<file path="src/lgs_pkg.sv">
// lgs_pkg: payload structs, configuration struct and shared codes for the
// leg grounding sequencer. No dependencies; used by lgs_core and the top level.
`timescale 1ns / 1ps

package lgs_pkg;

  // Input item: start command or one control step
  typedef struct packed {
    logic        action;
    logic [31:0] now_ms;
    logic        stats_valid;
    logic [31:0] pitch_spread;
    logic [31:0] roll_spread;
  } lgs_in_t;

  // Result item: one per input item
  typedef struct packed {
    logic [1:0] status;
    logic [3:0] extend_mask;
    logic       stop_all;
    logic       stop_one_valid;
    logic [1:0] stop_one_index;
  } lgs_out_t;

  // Configuration registers as seen by the core
  typedef struct packed {
    logic [31:0] ground_threshold;
    logic [15:0] ground_hold_ms;
    logic [15:0] pair_switch_ms;
    logic [15:0] settle_delay_ms;
  } lgs_cfg_t;

  localparam int unsigned CfgIndexW = 2;
  localparam int unsigned CfgDataW  = 32;

  // Register indexes
  localparam logic [CfgIndexW-1:0] CFG_GROUND_THRESHOLD = 2'd0;
  localparam logic [CfgIndexW-1:0] CFG_GROUND_HOLD_MS   = 2'd1;
  localparam logic [CfgIndexW-1:0] CFG_PAIR_SWITCH_MS   = 2'd2;
  localparam logic [CfgIndexW-1:0] CFG_SETTLE_DELAY_MS  = 2'd3;

  // Register reset values (threshold is 0.0010 in Q8.24)
  localparam logic [31:0] RST_GROUND_THRESHOLD = 32'd16777;
  localparam logic [15:0] RST_GROUND_HOLD_MS   = 16'd500;
  localparam logic [15:0] RST_PAIR_SWITCH_MS   = 16'd8000;
  localparam logic [15:0] RST_SETTLE_DELAY_MS  = 16'd8000;

  // Input actions
  localparam logic ACT_START = 1'b0;
  localparam logic ACT_STEP  = 1'b1;

  // Status codes
  localparam logic [1:0] STATUS_MOVING = 2'd0;
  localparam logic [1:0] STATUS_DONE   = 2'd1;
  localparam logic [1:0] STATUS_ERROR  = 2'd2;

endpackage

</file>
<file path="src/lgs_core.sv">
// lgs_core: sequencer state and the single-pass step logic of the leg
// grounding sequencer. Depends on lgs_pkg.
`timescale 1ns / 1ps

module lgs_core #(
  parameter int LEG_COUNT  = 4,
  parameter int PAIR_COUNT = 2
) (
  input  logic             clk,
  input  logic             rst_n,
  input  logic             step_en,
  input  lgs_pkg::lgs_cfg_t cfg,
  input  lgs_pkg::lgs_in_t  in_item,
  output lgs_pkg::lgs_out_t result
);

  localparam int PairSize = LEG_COUNT / PAIR_COUNT;
  localparam int CntW     = $clog2(LEG_COUNT + 1);
  localparam int PairW    = (PAIR_COUNT > 1) ? $clog2(PAIR_COUNT) : 1;

  localparam logic [2:0] PH_IDLE   = 3'd0;
  localparam logic [2:0] PH_PAIR   = 3'd1;
  localparam logic [2:0] PH_SINGLE = 3'd2;
  localparam logic [2:0] PH_DONE   = 3'd3;
  localparam logic [2:0] PH_ERROR  = 3'd4;

  logic [2:0]       phase_r, phase_nxt;
  logic             seen_r, seen_nxt;
  logic [31:0]      ground_since_r, ground_since_nxt;
  logic [31:0]      pair_since_r, pair_since_nxt;
  logic [31:0]      settle_since_r, settle_since_nxt;
  logic [PairW-1:0] pair_r, pair_nxt;
  logic [CntW-1:0]  leg_r, leg_nxt;
  logic [CntW-1:0]  count_r, count_nxt;

  logic             spread_hi;
  logic             seen_chk;
  logic [31:0]      since_chk;
  logic             confirm;
  logic             settle_ok;
  logic             pair_expired;
  logic [3:0]       pair_mask;
  logic [3:0]       single_mask;
  logic [31:0]      pair_lo;
  logic [PairW-1:0] pair_inc;
  logic [CntW-1:0]  count_inc;

  // Ground tracking as it would stand after this step's check
  always_comb begin
    spread_hi = (in_item.pitch_spread >= cfg.ground_threshold) ||
                (in_item.roll_spread >= cfg.ground_threshold);
    seen_chk  = seen_r | spread_hi;
    since_chk = (spread_hi && !seen_r) ? in_item.now_ms : ground_since_r;
    confirm   = seen_chk && ((in_item.now_ms - since_chk) >= {16'd0, cfg.ground_hold_ms});
    settle_ok = (in_item.now_ms - settle_since_r) >= {16'd0, cfg.settle_delay_ms};
    pair_expired = (in_item.now_ms - pair_since_r) > {16'd0, cfg.pair_switch_ms};
  end

  // Leg masks; legs beyond the four visible bits are dropped
  always_comb begin
    pair_lo = 32'(pair_r) * 32'(PairSize);
    for (int b = 0; b < 4; b++) begin
      pair_mask[b]   = (32'(b) >= pair_lo) && (32'(b) < pair_lo + 32'(PairSize));
      single_mask[b] = (32'(leg_r) == 32'(b));
    end
    pair_inc  = (32'(pair_r) == 32'(PAIR_COUNT - 1)) ? '0 : pair_r + 1'b1;
    count_inc = count_r + 1'b1;
  end

  always_comb begin
    phase_nxt        = phase_r;
    seen_nxt         = seen_r;
    ground_since_nxt = ground_since_r;
    pair_since_nxt   = pair_since_r;
    settle_since_nxt = settle_since_r;
    pair_nxt         = pair_r;
    leg_nxt          = leg_r;
    count_nxt        = count_r;
    result           = '0;

    if (in_item.action == lgs_pkg::ACT_START) begin
      // Start: enter pair mode from any phase
      phase_nxt        = PH_PAIR;
      seen_nxt         = 1'b0;
      pair_nxt         = '0;
      leg_nxt          = '0;
      count_nxt        = '0;
      pair_since_nxt   = in_item.now_ms;
      settle_since_nxt = '0;
      result.status    = lgs_pkg::STATUS_MOVING;
    end else begin
      unique case (phase_r)
        PH_PAIR: begin
          result.status = lgs_pkg::STATUS_MOVING;
          if (settle_ok) begin
            result.extend_mask = pair_mask;
            if (!in_item.stats_valid) begin
              phase_nxt = PH_ERROR;
            end else begin
              seen_nxt         = seen_chk;
              ground_since_nxt = since_chk;
              if (confirm) begin
                phase_nxt        = PH_SINGLE;
                seen_nxt         = 1'b0;
                result.stop_all  = 1'b1;
                settle_since_nxt = in_item.now_ms;
              end else if (pair_expired) begin
                result.stop_all = 1'b1;
                pair_nxt        = pair_inc;
                pair_since_nxt  = in_item.now_ms;
              end
            end
          end
        end
        PH_SINGLE: begin
          result.status = lgs_pkg::STATUS_MOVING;
          if (settle_ok) begin
            result.extend_mask = single_mask;
            if (!in_item.stats_valid) begin
              phase_nxt = PH_ERROR;
            end else begin
              seen_nxt         = seen_chk;
              ground_since_nxt = since_chk;
              if (confirm) begin
                result.stop_one_valid = 1'b1;
                result.stop_one_index = leg_r[1:0];
                seen_nxt              = 1'b0;
                leg_nxt               = leg_r + 1'b1;
                count_nxt             = count_inc;
                if (32'(count_inc) >= 32'(LEG_COUNT)) begin
                  phase_nxt = PH_DONE;
                end else begin
                  settle_since_nxt = in_item.now_ms;
                end
              end
            end
          end
        end
        PH_DONE: begin
          result.status = lgs_pkg::STATUS_DONE;
        end
        default: begin
          // Idle and error both report error and take no action
          result.status = lgs_pkg::STATUS_ERROR;
        end
      endcase
    end
  end

  always_ff @(posedge clk) begin
    if (!rst_n) begin
      phase_r        <= PH_IDLE;
      seen_r         <= 1'b0;
      ground_since_r <= '0;
      pair_since_r   <= '0;
      settle_since_r <= '0;
      pair_r         <= '0;
      leg_r          <= '0;
      count_r        <= '0;
    end else if (step_en) begin
      phase_r        <= phase_nxt;
      seen_r         <= seen_nxt;
      ground_since_r <= ground_since_nxt;
      pair_since_r   <= pair_since_nxt;
      settle_since_r <= settle_since_nxt;
      pair_r         <= pair_nxt;
      leg_r          <= leg_nxt;
      count_r        <= count_nxt;
    end
  end

endmodule

</file>
<file path="src/leg_grounding_sequencer.sv">
// leg_grounding_sequencer: top level with configuration registers, handshake
// and two-entry result buffer. Depends on lgs_pkg and lgs_core.
`timescale 1ns / 1ps

// Usage
//   in_valid / in_ready / in_data carry start commands and control steps; each
//   transfer yields exactly one result on out_valid / out_ready / out_data.
//   cfg_we / cfg_index / cfg_wdata write one of the four setup registers per write
//   (threshold, hold time, pair switch time, settle delay); write them only
//   while no result is outstanding.
// Throughput
//   A step is worked out in the cycle of its transfer; its result is registered
//   in the output register or, behind a waiting result, in the skid entry. With
//   in_ready high one item per cycle is taken, bounded by the step logic.
// Stalls
//   A result register and a skid entry sit behind the step logic, so one more
//   item is taken while a result waits; in_ready drops only once both are
//   full and rises again as soon as the receiver takes a result.
// Reset
//   rst_n (synchronous) returns the sequencer to idle, loads the register
//   defaults and empties the result buffer. Steps before a start report error.

module leg_grounding_sequencer #(
  parameter int LEG_COUNT  = 4,
  parameter int PAIR_COUNT = 2
) (
  input  logic                                clk,
  input  logic                                rst_n,
  input  logic                                in_valid,
  output logic                                in_ready,
  input  lgs_pkg::lgs_in_t                    in_data,
  output logic                                out_valid,
  input  logic                                out_ready,
  output lgs_pkg::lgs_out_t                   out_data,
  input  logic                                cfg_we,
  input  logic [lgs_pkg::CfgIndexW-1:0]       cfg_index,
  input  logic [lgs_pkg::CfgDataW-1:0]        cfg_wdata
);

  lgs_pkg::lgs_cfg_t cfg_r, cfg_nxt;
  lgs_pkg::lgs_out_t step_res;
  lgs_pkg::lgs_out_t out_r, out_nxt;
  lgs_pkg::lgs_out_t skid_r, skid_nxt;
  logic              out_valid_r, out_valid_nxt;
  logic              skid_valid_r, skid_valid_nxt;
  logic              in_xfer;
  logic              out_xfer;

  // Take a new item whenever the skid entry is free
  assign in_ready  = !skid_valid_r;
  assign in_xfer   = in_valid && in_ready;
  assign out_xfer  = out_valid_r && out_ready;
  assign out_valid = out_valid_r;
  assign out_data  = out_r;

  // Configuration decode
  always_comb begin
    cfg_nxt = cfg_r;
    if (cfg_we) begin
      unique case (cfg_index)
        lgs_pkg::CFG_GROUND_THRESHOLD: cfg_nxt.ground_threshold = cfg_wdata;
        lgs_pkg::CFG_GROUND_HOLD_MS:   cfg_nxt.ground_hold_ms   = cfg_wdata[15:0];
        lgs_pkg::CFG_PAIR_SWITCH_MS:   cfg_nxt.pair_switch_ms   = cfg_wdata[15:0];
        lgs_pkg::CFG_SETTLE_DELAY_MS:  cfg_nxt.settle_delay_ms  = cfg_wdata[15:0];
        default:                       cfg_nxt = cfg_r;
      endcase
    end
  end

  // Sequencer state and step logic; state advances on each input transfer
  lgs_core #(
    .LEG_COUNT  (LEG_COUNT),
    .PAIR_COUNT (PAIR_COUNT)
  ) u_core (
    .clk     (clk),
    .rst_n   (rst_n),
    .step_en (in_xfer),
    .cfg     (cfg_r),
    .in_item (in_data),
    .result  (step_res)
  );

  // Result buffer: output register first, skid entry behind it
  always_comb begin
    out_nxt        = out_r;
    skid_nxt       = skid_r;
    out_valid_nxt  = out_valid_r;
    skid_valid_nxt = skid_valid_r;
    if (!out_valid_r || out_xfer) begin
      // Output slot is free this cycle: refill from skid, else from the step
      if (skid_valid_r) begin
        out_nxt        = skid_r;
        out_valid_nxt  = 1'b1;
        skid_valid_nxt = 1'b0;
      end else if (in_xfer) begin
        out_nxt       = step_res;
        out_valid_nxt = 1'b1;
      end else begin
        out_valid_nxt = 1'b0;
      end
    end else if (in_xfer) begin
      // Receiver stalls: park the new result in the skid entry
      skid_nxt       = step_res;
      skid_valid_nxt = 1'b1;
    end
  end

  always_ff @(posedge clk) begin
    if (!rst_n) begin
      cfg_r.ground_threshold <= lgs_pkg::RST_GROUND_THRESHOLD;
      cfg_r.ground_hold_ms   <= lgs_pkg::RST_GROUND_HOLD_MS;
      cfg_r.pair_switch_ms   <= lgs_pkg::RST_PAIR_SWITCH_MS;
      cfg_r.settle_delay_ms  <= lgs_pkg::RST_SETTLE_DELAY_MS;
      out_valid_r            <= 1'b0;
      skid_valid_r           <= 1'b0;
    end else begin
      cfg_r        <= cfg_nxt;
      out_valid_r  <= out_valid_nxt;
      skid_valid_r <= skid_valid_nxt;
    end
  end

  // Payload registers hold without reset
  always_ff @(posedge clk) begin
    out_r  <= out_nxt;
    skid_r <= skid_nxt;
  end

`ifndef SYNTHESIS
  // The skid entry is only ever filled behind a waiting output
  a_skid_behind_out: assert property (@(posedge clk) disable iff (!rst_n)
    skid_valid_r |-> out_valid_r)
    else $error("skid entry valid with empty output register");

  // A transfer while the receiver stalls must land in the skid entry
  a_stall_parks: assert property (@(posedge clk) disable iff (!rst_n)
    (in_xfer && out_valid_r && !out_ready) |=> skid_valid_r)
    else $error("result lost while receiver stalled");

  // A transfer into an empty buffer shows up on the output next cycle
  a_empty_fill: assert property (@(posedge clk) disable iff (!rst_n)
    (in_xfer && !out_valid_r) |=> (out_valid_r && !skid_valid_r))
    else $error("result not presented after transfer into empty buffer");

  // Whole-set stop and single-leg stop belong to different phases
  a_stop_exclusive: assert property (@(posedge clk) disable iff (!rst_n)
    out_valid_r |-> !(out_r.stop_all && out_r.stop_one_valid))
    else $error("stop_all and stop_one_valid reported together");
`endif

endmodule
</file>
<file path="config.mk">
export PLATFORM = sky130hd
export DESIGN_NAME = leg_grounding_sequencer
export DESIGN_NICKNAME = d
export VERILOG_FILES = /design/src/lgs_pkg.sv /design/src/lgs_core.sv /design/src/leg_grounding_sequencer.sv
export SDC_FILE = /design/constraint.sdc
export NUM_CORES = 1
export LEC_CHECK = 0
export ABC_AREA = 1
export BUFFER_PORTS_ARGS = -buffer_cell sky130_fd_sc_hd__buf_2
export CAP_MARGIN = 0
export CORE_MARGIN = 10
export CORE_UTILIZATION = 56
export DETAILED_ROUTE_END_ITERATION = 16
export PLACE_DENSITY = 0.79
export SYNTH_ARGS = -nofsm -noshare
export SYNTH_HDL_FRONTEND = slang
export SYNTH_SLANG_ARGS = --single-unit
</file>
<file path="constraint.sdc">
create_clock -name clk -period 6.1 [get_ports clk]
set_input_delay 0 -clock clk [delete_from_list [all_inputs] [get_ports clk]]
set_output_delay 0 -clock clk [all_outputs]
set_load 0.01 [all_outputs]
</file>
Word level (Yosys, flattened, before mapping)
Cells that the tools add are included.
Widths: inputs -> output; s select.

storage, ports and cells
  bits in registers = 209
  logic and storage cells = 171

operators by class
  $add $sub $neg = 7
  magnitude comparators = 14
  equal/unequal tests = 28
  muxes and demuxes = 65
  bitwise gates (word level) = 3
  reduce and logical (&&, ||, !) cells = 30

operators with widths
  cell                 number
  $mux 32              15
  $sub 32x32->32       3
  $mux 3               22
  $ge 32x16->1         2
  $ge 32x32->1         2
  $lt 1x32->1 const A  2
  $lt 2x32->1 const A  2
  $pmux 32 s2          1
  $gt 32x16->1         1
  $mux 10              2
  $mux 1               18
  $eq 3x2->1 const B   4
  $ne 3x2->1 const B   4
  $ne 4x3->1 const B   3
  $reduce_and 2->1     6
  $ne 2x1->1 const B   5
  $reduce_and 5->1     2
  $ne 3x3->1 const B   3
  $reduce_and 9->1     1
  $logic_and 1x1->1    8
  $mux 8               1
  $pmux 4 s2           1
  $reduce_and 7->1     1
  $add 3x1->3 const B  2
  other kinds (25)     36

Longest topological paths before layout
  word-level depth = 14
  mapped depth = 49

Hierarchy
From an unflattened synthesis, not the netlist that was laid out.

unflattened totals
  cell total of the unflattened synthesis = 2596
  area total of the unflattened synthesis = 17260.3 µm²

by module, submodules not included
  module                   times used  cells an instance  area an instance (µm²)  seq. area each (µm²)
  lgs_core                 1           2056               13103.8                 2142.1
  leg_grounding_sequencer  1           540                4156.5                  2242.2

Worst setup path after synthesis
Ideal clock, no wire load.

  path type = flip-flop to flip-flop
  start point = reg cfg_r[69] in the netlist's numbering
  end point = reg u_core.settle_since_r[12]
  arrival = 5943 ps
  required time = 5985 ps
  slack = 42 ps
  stages on the path, launching flop included = 44
  path buffers = 4
  clock period less this slack = 6058 ps
  cells stage by stage = dfxtp_1 > inv_1 > ha_1 > a21o_1 > a21oi_1 > nand2_1 > nand2_1 > nand2_1 > nor2_1 > nand3_1 > nand2_2 > buf_6 > clkbuf_1 > buf_1 > o21ai_0 > ha_1 > fa_1 > o21ai_0 > (+8 left out) > ha_1 > inv_1 > nor3_1 > a211oi_1 > nand2_1 > a21oi_1 > nand2_1 > a21oi_1 > nand3_1 > nor2_1 > nand3_1 > nand2_2 > nand2_1 > nand3_2 > nand2_4 > buf_2 > a21oi_1 > nor2_1

on the way
  cells in the longest elaborated chain, start to end = 9

RTL lines
  element                                 line                            RTL
  start, declared                         leg_grounding_sequencer.sv:40   lgs_pkg::lgs_cfg_t cfg_r, cfg_nxt;
  start signal, assigned                  leg_grounding_sequencer.sv:117  cfg_r <= cfg_nxt;
  $ge 32x32->1, on equally long branches  lgs_core.sv:50, lgs_core.sv:51
  $logic_or 1x1->1 *                      lgs_core.sv:50                  spread_hi = (in_item.pitch_spread >= cfg.ground_threshold) ||
  $logic_and 1x1->1 *                     lgs_core.sv:53                  since_chk = (spread_hi && !seen_r) ? in_item.now_ms : ground_since_r;
  $mux 32 *                               lgs_core.sv:53
  via u_core.since_chk[0]                 lgs_core.sv:38                  logic [31:0] since_chk;
  $sub 32x32->32 *                        lgs_core.sv:54                  confirm = seen_chk && ((in_item.now_ms - since_chk) >= {16'd0, cfg.ground_hold_ms});
  $ge 32x16->1 *                          lgs_core.sv:54
  $logic_and 1x1->1 *                     lgs_core.sv:54
  $ne 3x2->1 (no line)                    n/a
  $reduce_and 9->1 (no line) *            n/a
  end signal, assigned                    lgs_core.sv:165                 settle_since_r <= settle_since_nxt;
  end, declared                           lgs_core.sv:31                  logic [31:0] settle_since_r, settle_since_nxt;

The timed path passes the listed nets; every way through them passes the cells marked *.
A chain may end at the register's enable or synchronous reset.

Worst setup path in the final report
  start point = reg cfg_r[69] in the netlist's numbering
  end point = reg u_core.settle_since_r[6]

on the way
  cells in the longest elaborated chain, start to end = 9

RTL lines
  element                                 line
  $ge 32x32->1, on equally long branches  lgs_core.sv:50, lgs_core.sv:51
  $logic_or 1x1->1 *                      lgs_core.sv:50
  $logic_and 1x1->1                       lgs_core.sv:53
  $mux 32                                 lgs_core.sv:53
  $sub 32x32->32                          lgs_core.sv:54
  $ge 32x16->1                            lgs_core.sv:54
  $logic_and 1x1->1 *                     lgs_core.sv:54
  $ne 3x2->1 (no line)                    n/a
  $reduce_and 9->1 (no line) *            n/a

Every way passes the cells marked *; elsewhere a longest branch is shown, timed or not.

==> impl_metrics.ini <==
[outcome]
status = finished, final reports clean

[clock_tree]
root_buffer = clkbuf_16
cts_buffer_depth = 3
cts_made_buffers = 26
clock_sinks = 209
path_clk_slew_ns = 0.06
insertion_delay_ns = 0.54
h-tree-depth = 1
cts_tree = yes

[place]
port_buffers = 148
placed_cells = 2926
hpwlAfterDp_um = 36400
dp_slack_ns = -0.0766
dpl-instance-area_mm2 = 0.0176
finalWeightedCongestion = 0.947

[synth]
yosysSeqAreaShare_pct = 26.5
synthMuxAreaShare_pct = 1.45
synthAdderAreaFrac_pct = 16.1
netlist_instances = 2445
synth-simple-area-share_pct = 26.0
synth_edf_count = 20
synthXorXnorAreaFrac_pct = 3.44
synth-seq-cells = 209
yosysUniqueCellTypes = 55
yosysWarnings = 0
synthFlopType = dfxtp_1
synth_top_family_by_area = simple AND/OR/NAND/NOR gates
synth-async-reset-ratio_pct = 0
syn_area_mm2 = 0.0166
synth-compound-area-share_pct = 17.0
avgSynthCellArea_um2 = 6.77
syn-num-nets = 2793

[die]
rows = 62
dieHeight_um = 192
die_w_um = 192
die_area_mm2 = 0.0368
initial_core_util_pct = 57.2
core_region_area_mm2 = 0.0289
io_pins = 149

[timing]
max_freq_ghz = 0.169
fin_crit_sh_pct = 97.0
fin_ws_ns = 0.186
worst_hold_slack_ns = 0.0362
rsz0062_at_grt = yes
setup_viol = 0
relSlewSlack_pct = 23.5
tightest_slew_ns = 1.14
hold_viol = 0
clock_skew_ns = 0.0132
slew_violations = 0
fin_crit_ns = 5.91

[route]
drt-total-wl_um = 53100
drt_pass1_iterations = 7
wl_per_cell_um = 17.2
postRouteAntennaNets = 0
vias_per_cell = 5.65
route.detailed.drc = 0
drt-initial-drc-count = 1551
vias = 17400

[cells_and_area]
drive_gt1_share_pct = 13.0
diodes = 0
finalNetCount = 3031
syn_to_final_growth_pct = 21.3
final_cells = 3086
fin_area_mm2 = 0.0201

[worst_setup_path]
cp.required_ns = 6.52
cp_common_cell = nand2_2
critPathTopFamily = simple AND/OR/NAND/NOR gates
start_kind = register
path_max_fanout = 12
crit_type = reg -> reg
max_stage_delay_ns = 0.36
critPathArrivalTime_ns = 6.34
critical-path-slowest-cell = nor4_2
end_kind = register
cp_num_buf_inv = 4

[power]
power.internal_w = 0.00310
ir_drop_uv = 240
leakage_nw = 9.59
switching_power_w = 0.00181
combPwrFrac_pct = 38.2
p_sw_share_pct = 36.8
power_frac_clock_pct = 31.2
pwr_density_cell_mw_per_mm2 = 244
pwr-share-seq_pct = 30.6

[grt]
grt_pass1_vias = 16300
grt_start_max_net_pins = 106
grt_pass1_wl_um = 79100
grt_use_total_pct = 25.7
antenna_found_initial = 0
overflow = 0

[min_path]
hold_class = in -> reg

[flow_run]
max_cap_violations = 0
-- state kept, by name, summed over array words and instances (netlist names) --
name	flops
u_core.seen_r	1
u_core.pair_since_r	32
out_data	10
u_core.count_r	3
out_valid	1
u_core.pair_r	1
skid_valid_r	1
u_core.ground_since_r	32
cfg_r	80
u_core.phase_r	3
u_core.leg_r	3
skid_r	10
u_core.settle_since_r	32
-- Yosys cell counts, drive strengths merged, types with 2 or more instances --
library cell | number | area [µm²]
nand3b | 9 | 67.6
a211oi | 30 | 225
clkinv | 2 | 7.51
nand4 | 30 | 194
nor3b | 3 | 22.5
o22ai | 3 | 18.8
o221ai | 2 | 17.5
xor2 | 43 | 377
or2 | 6 | 37.5
nand3 | 117 | 648
o2111ai | 2 | 17.5
a22o | 2 | 17.5
nand2 | 545 | 2080
nor4 | 5 | 31.3
a21o | 10 | 75.1
edfxtp | 20 | 601
nor3 | 38 | 190
ha | 208 | 2600
inv | 339 | 1270
buf | 21 | 140
o211ai | 20 | 150
nor2 | 268 | 1020
clkbuf | 42 | 158
and3 | 2 | 12.5
xnor2 | 22 | 193
mux2i | 24 | 240
dfxtp | 189 | 3780
o21ai | 156 | 788
o21bai | 12 | 93.8
a21oi | 254 | 1270
o21a | 5 | 37.5
fa | 3 | 60.1
a31oi | 6 | 37.5
-- power by group through the flow --
| stage | clock network, W | registers, W | logic [W] |
|---|---|---|---|
| after floorplan | 0 | 0.00152 | 0.00123 |
| after global placement | 0 | 0.00153 | 0.00160 |
| after detailed placement | 0 | 0.00153 | 0.00164 |
| after CTS | 0.00154 | 0.00150 | 0.00170 |
| after global routing | 0.00160 | 0.00151 | 0.00210 |
| final | 0.00153 | 0.00150 | 0.00188 |
-- what timing repair did --
action,in CTS,in global routing
setup buffers,0,18
pin swaps,0,42
endpoints found under the hold margin,174,0
hold buffers,85,0
setup endpoints to repair,23,82
gates resized for setup,2,111
cloned,0,10
-- cells in the final DEF (no fill, tap or decap), types with 29 or more instances in the layout --
cell           instances
a211oi_1              29
a21oi_1              241
buf_2                147
clkbuf_16             31
dfxtp_1              187
dlygate4sd3_1         85
ha_1                 199
inv_1                324
nand2_1              511
nand3_1              102
nand4_1               29
nor2_1               254
nor3_1                37
o21ai_0              141
xor2_1                43
-- tightest hold or removal path: stages --
cell and delay [ns]:
buf_2 0.11, inv_1 0.07, nor3_1 0.04, buf_4 0.17, o211ai_1 0.15
-- final cells by class --
cell class                      count  area, µm²
Sequential cell                   209       4390
Multi-Input combinational cell   1835      11100
Inverter                          341       1280
Clock inverter                      8       67.6
Clock buffer                       39        764
Tap cell                          384        480
Fill cell                        2377       8860
Timing Repair Buffer              270       2040
-- final timing paths --
path,slack (ns),cells past startpoint,end,start
worst max register to register,0.19,41,u_core.settle_since_r[6],cfg_r[69]
worst max-delay path,0.19,41,u_core.settle_since_r[6],cfg_r[69]
worst min-delay path,0.04,5,cfg_r[56],cfg_we
worst min register to register,0.47,2,u_core.count_r[1],u_core.count_r[1]
-- cell families after synthesis --
logic type / count (synthesis)
and+or+nand+nor: 1024
AOI/OAI and AO/OA: 508
buffers and inverters: 404
adders and majority gates: 211
DFF: 209
xor gates and xnor gates: 65
muxes: 24
-- metrics by stage --
step / setup TNS (ns) / power (W) / utilization, %
floorplan: 0 / 0.00276 / -
global placement: 0 / 0.00312 / 60.8
detailed placement: -0.614 / 0.00317 / 60.8
CTS: 0 / 0.00474 / 66.7
global route: -5.62 / 0.00520 / 69.4
finish: 0 / 0.00491 / 69.4
-- metal layers --
metal	share of wire, %	vias up	track usage (%)
met2	48	670	44.9
met1	41	8057	32.2
met4	3.4	0	7.60
met3	7.8	130	3.52
met5	0	-	0
li1	-	8566	-
No activity file was read; power rests on OpenSTA's default activity.
